<file path="src/hw/rtl/hmks_pkg.sv">
// Shared types and constants for the 64-bit key store.
package hmks_pkg;

    localparam int ENTRIES     = 256;
    localparam int KEY_W       = 64;
    localparam int VAL_W       = 32;
    localparam int OP_W        = 2;
    localparam int STATUS_W    = 2;
    localparam int OUT_CNT_W   = 9;
    localparam int CNT_W       = $clog2(ENTRIES + 1);

    localparam logic [OP_W-1:0] OP_PUT    = 2'd0;
    localparam logic [OP_W-1:0] OP_GET    = 2'd1;
    localparam logic [OP_W-1:0] OP_REMOVE = 2'd2;

    localparam logic [STATUS_W-1:0] ST_OK   = 2'd0;
    localparam logic [STATUS_W-1:0] ST_MISS = 2'd1;
    localparam logic [STATUS_W-1:0] ST_FULL = 2'd2;

    // Request token that walks the cell row.
    typedef struct packed {
        logic              valid;
        logic [OP_W-1:0]   op;
        logic [KEY_W-1:0]  key;
        logic [VAL_W-1:0]  value;
        logic              hit;
        logic              claimed;
        logic [VAL_W-1:0]  rd;
    } req_t;

    // End-of-walk decision broadcast to every cell.
    typedef struct packed {
        logic commit;
        logic cancel;
    } resolve_t;

endpackage

</file>
<file path="src/hw/rtl/hmks_cell.sv">
// One storage cell of the key row: holds one entry and forwards the request token.
module hmks_cell (
    input  logic              aclk,
    input  logic              aresetn,
    input  hmks_pkg::req_t    req_in,
    input  hmks_pkg::resolve_t resolve,
    output hmks_pkg::req_t    req_out
);
    import hmks_pkg::*;

    logic             valid_reg, valid_next;
    logic             pend_reg, pend_next;
    logic [KEY_W-1:0] key_reg, key_next;
    logic [VAL_W-1:0] val_reg, val_next;
    req_t             req_reg, req_next;
    logic             match;

    always_comb begin
        valid_next = valid_reg;
        pend_next  = pend_reg;
        key_next   = key_reg;
        val_next   = val_reg;
        req_next   = req_in;
        match      = req_in.valid && valid_reg && (key_reg == req_in.key);

        // Settle a slot claimed during the last walk.
        if (resolve.commit && pend_reg) begin
            valid_next = 1'b1;
        end
        if (resolve.commit || resolve.cancel) begin
            pend_next = 1'b0;
        end

        if (match) begin
            req_next.hit = 1'b1;
            unique case (req_in.op)
                OP_PUT:    val_next    = req_in.value;
                OP_GET:    req_next.rd = val_reg;
                OP_REMOVE: valid_next  = 1'b0;
                default:   ;
            endcase
        end else if (req_in.valid && !valid_reg && !pend_reg && req_in.op == OP_PUT
                     && !req_in.claimed && !req_in.hit) begin
            // First free slot: take it tentatively until the walk ends.
            pend_next        = 1'b1;
            key_next         = req_in.key;
            val_next         = req_in.value;
            req_next.claimed = 1'b1;
        end
    end

    always_ff @(posedge aclk) begin
        if (!aresetn) begin
            valid_reg     <= 1'b0;
            pend_reg      <= 1'b0;
            req_reg.valid <= 1'b0;
        end else begin
            valid_reg     <= valid_next;
            pend_reg      <= pend_next;
            req_reg.valid <= req_next.valid;
        end
        key_reg         <= key_next;
        val_reg         <= val_next;
        req_reg.op      <= req_next.op;
        req_reg.key     <= req_next.key;
        req_reg.value   <= req_next.value;
        req_reg.hit     <= req_next.hit;
        req_reg.claimed <= req_next.claimed;
        req_reg.rd      <= req_next.rd;
    end

    assign req_out = req_reg;

endmodule

</file>
<file path="config.mk">
export PLATFORM = sky130hd
export DESIGN_NAME = hmks_cell
export DESIGN_NICKNAME = d
export VERILOG_FILES = /design/src/hw/rtl/hmks_pkg.sv /design/src/hw/rtl/hmks_cell.sv
export SDC_FILE = /design/constraint.sdc
export NUM_CORES = 1
export LEC_CHECK = 0
export ABC_AREA = 1
export BUFFER_PORTS_ARGS = -buffer_cell sky130_fd_sc_hd__buf_2
export CORE_MARGIN = 2
export CORE_UTILIZATION = 50
export CTS_CLUSTER_SIZE = 20
export DETAILED_ROUTE_END_ITERATION = 10
export GPL_TIMING_DRIVEN = 0
export MAX_ROUTING_LAYER = met4
export PLACE_DENSITY = 0.79
export SKIP_CTS_REPAIR_TIMING = 1
export SLEW_MARGIN = 0
export SYNTH_ARGS = -nofsm -noshare
export SYNTH_HDL_FRONTEND = slang
export SYNTH_SLANG_ARGS = --single-unit
</file>
<file path="constraint.sdc">
create_clock -name aclk -period 10.08 [get_ports aclk]
set_clock_uncertainty 0.05 [all_clocks]
set_input_delay 2.016 -clock aclk [delete_from_list [all_inputs] [get_ports aclk]]
set_output_delay 2.016 -clock aclk [all_outputs]
set_load 0.01 [all_outputs]
</file>
[Yosys cells after proc, flatten, opt, wreduce, memory -nomap -nowiden]
Index checks and enable logic that the tools add are counted.
W data, S select, Z words.
Storage, ports and cells
  register bits after elaboration: 231
  input port bits: 137
  output and inout bits: 133
Operators by class
  eq/ne operators: 4
  mux-type cells: 13
  bitwise gates (word level): 1
  reductions and logical operators: 17
Operators with widths (number)
  $mux W32: 5
  $eq A64 B64 Y1: 1
  $logic_and A1 B1 Y1: 8
  $mux W1: 8
  $logic_not A1 Y1: 4
  $reduce_and A2 Y1: 2
  $eq A2 B1 Y1 const B: 1
  $eq A2 B2 Y1 const B: 1
  $logic_not A2 Y1: 1
  $ne A2 B1 Y1 const B: 1
  $reduce_bool A2 Y1: 1
  $logic_or A1 B1 Y1: 1
  $not A1 Y1: 1

[Longest topological paths before layout]
  depth after elaboration: 8
  mapped depth: 12
  depth with buffers taken out: 11

[Least setup slack after synthesis]
No wires, ideal clock.
  path kind: input port to flip-flop
  start: in req_in[70] (netlist bit)
  end: reg val_reg[0], enable pin
  data arrival time: 5.041 ns
  data required time: 9.564 ns
  path slack: 4.524 ns
  stages on the path: 8
  buffers on the path: 0
  cells stage by stage: nor2_1 nor2_1 or2_2 nor2_1 nand2_1 nor2_1 nand3_1 o21ai_0
On the way
  longest elaborated chain between the ends: 4
  elaborated cells between the ends (all ways): 5
RTL lines
  start: declaration: line hmks_cell.sv:5  | input hmks_pkg::req_t req_in,
  $eq A64 B64 Y1 (*): line hmks_cell.sv:24  | match = req_in.valid && valid_reg && (key_reg == req_in.key);
  $logic_and A1 B1 Y1 (*): line hmks_cell.sv:24
  $ne A2 B1 Y1 (no line) / $reduce_bool A2 Y1 (equally long branches)
  $reduce_and A2 Y1 (no line) (*)
  end signal: assignment: line hmks_cell.sv:63  | val_reg <= val_next;
  end: declaration: line hmks_cell.sv:14  | logic [VAL_W-1:0] val_reg, val_next;
Mark *: on every way between the ends. The rest lies on a longest branch, timed or not.
A chain may end at the register's enable or synchronous reset.

[Final worst setup path]
  start: in req_in[68] (netlist bit)
  end: reg val_reg[23], enable pin
Same word-level chain as after synthesis.

==> impl_results.md <==
* Total Wirelength at 18.73 mm
* Multi-input logic area at 2207 um^2
* Vias per cell at 4.650
* CTS tree: done
* Clk root buf: clkbuf_16
* Number of core rows at 46
* Setup violations, final at 0
* Tot GR Track Use at 0.2171
* Port buffer count at 269
* CP peak stage delay at 0.32 ns
* Synth top area cells: edfxtp_1 (35%), dfxtp_1 (33%), nand2_1 (12%), nor2_1 (4.8%), inv_1 (4.8%)
* Layout area overhead at 29.59%
* Wirelength per Cell at 13.85 um
* Max-cap violations at 0
* Post-synthesis cell type count at 22
* Post-route insts no fill at 1,353
* RSZ-0062 raised after global routing: false
* Sequential standard cell area at 5585 um^2
* Number of global-route vias before repair at 6,238
* Pre-antenna DRT Iters at 4
* H-tree levels at 1
* TNS Setup at 0 ns
* Crit path DAT at 3.76 ns
* Setup WS post-layout at 6.482 ns
* Fin crit period at 3.598 ns
* CP top delay family: simple AND/OR/NAND/NOR gates
* Hold Crit Class: reg -> reg
* #FFs+latches synth at 231
* CP bufs+invs at 3
* Peak VDD IR at 0.1820 mV
* Critical-path top delay cell: o21ai_4
* Global placement routability congestion at 0.8248
* Post-synth top area cell: edfxtp_1
* Crit path capture type: flip-flop
* Cell Area, Placed at 9930 um^2
* Clock transition at path regs at 0.06 ns
* Commonest non-fill, non-tap cell in the layout: buf_2
* Total Power at 2.005 mW
* Synthesis warning total at 0
* I/O pin total at 270
* Util after Layout at 0.6691
* DP HPWL at 13.75 mm
* Commonest cells after routing, fill and taps aside: buf_2 (275), nand2_1 (264), dfxtp_1 (135), nor2_1 (106), inv_1 (104)
* CP cell instances: buf_2, inv_1, nand2_1, nand2_1, or2_2, nor2_1, nand2_1, nor2_1, nand3_1, o21ai_4, buf_12
* Initial antenna violation count at 2
* Flip-flop count of the largest register after layout at 133
* Post-Layout Inst Area at 10,710 um^2
* Sequential fraction of the synthesis area at 0.6761
* Starting Density at 0.5163
* Pwr Density at 187.3 nW/um^2
* Most common cell on crit path: nand2_1
* Number of nets with antenna violations after routing at 0
* Top cell type's share of synthesized area at 0.3489
* Slew Limit Fails at 0
* WS Path Type: in -> reg
* Mapped cell area at 8262 um^2
* Syn Nets at 957
* Largest net degree at the start of global routing at 44
* Initial drt markers at 207
* Status: finished, final reports clean
* Die area at 17,570 um^2
* FMAX at 277.9 MHz
* Wire length on met3 at 1.251 mm
* Clock sink count at 231
* CP Max Fanout at 28
* Worst EP required at 10.24 ns
* Die Ht at 132.5 um
* GRT overflow at 0
* Post-Syn Instances at 820
* First-pass GRT wire length at 30.02 mm
* Number of buffers created by CTS at 24
* WL met1 at 7.699 mm
* Reg2Reg Setup Slack at 7.72 ns
* Worst-margin pin slew at 0.5954 ns
* DR top layer: met4
* Syn Area/Cell at 10.08 um^2
* DP Worst Slack at 5.920 ns
* Worst-Skew Late Latency at 0.52 ns
* Share of layout cells above drive strength 1 at 0.3128
* Std-Cell Core Area at 16,000 um^2
* Critical path launch point type: input port
* DR DRC count at 0
* Chip width at 132.5 um
* Final period util at 0.3569
* Dpl cells at 1,307
* Routed met2 length at 9.179 mm
* Final nets at 1,254
* Final Hold Fails at 0
* Fillers at 1,256
* Static Leak at 5.307 nW
* Rel. slew slack at 0.6030
* CTS Buffer Depth at 3
* Vias at 6,291
* Final Hold Slack at 0.4437 ns
## cells by family after synthesis
logic type / count (synthesis) / share of synthesized area
compound gates: 3 / 0.002121
xor+xnor: 10 / 0.01060
buf+inv: 120 / 0.05816
flops: 231 / 0.6761
mux: 32 / 0.04362
simple gates: 424 / 0.2095
## synthesized netlist by cell type
library cell	instances
nor3_1	2
buf_6	3
xnor2_1	4
mux2_2	32
nand4_1	37
buf_2	6
and2_1	2
xor2_1	6
nand2_1	264
nor2_4	2
nor2b_1	1
dfxtp_1	135
clkbuf_1	3
o21ai_0	2
edfxtp_1	96
nand3_1	6
buf_1	3
nand3_2	1
or2_2	3
inv_1	105
nor2_1	106
a21boi_0	1
## area by class of cell
type / count / area share
repair buffers: 271 / 0.1295
clock buffers: 32 / 0.06287
inverters: 105 / 0.03681
multi-input cells: 469 / 0.2061
flip-flops and latches: 231 / 0.5217
diodes: 2 / 0.0004675
clock inverters: 12 / 0.009232
plain buffers: 15 / 0.008064
well taps: 216 / 0.02524
## worst register-to-register path: stages (launching register included)
cell      delay, ns
edfxtp_1       0.39
nor2_1         0.10
nor2_1         0.06
or2_2          0.26
nor2_1         0.10
nand2_1        0.06
nor2_1         0.21
nand3_1        0.24
o21ai_4        0.32
buf_12         0.24
## final timing paths
check                  start           to  cells past startpoint
hold / removal      pend_reg     pend_reg                      2
hold reg to reg     pend_reg     pend_reg                      2
setup / recovery  req_in[68]  val_reg[23]                     11
setup reg to reg  key_reg[4]  val_reg[23]                      9
## routing by layer
layer,vias to the layer above,GRT usage
li1,3189,-
met3,48,0.04981
met1,2844,0.2549
met4,0,0.08184
met5,-,-
met2,210,0.3647
## report_power, final
part | switching [mW] | total [mW] | internal (mW)
clock network | 0.352 | 0.850 | 0.498
logic | 0.0798 | 0.141 | 0.0616
registers | 0.00790 | 1.01 | 1.01
total | 0.440 | 2.01 | 1.57
(Power assumes the default switching activity.)
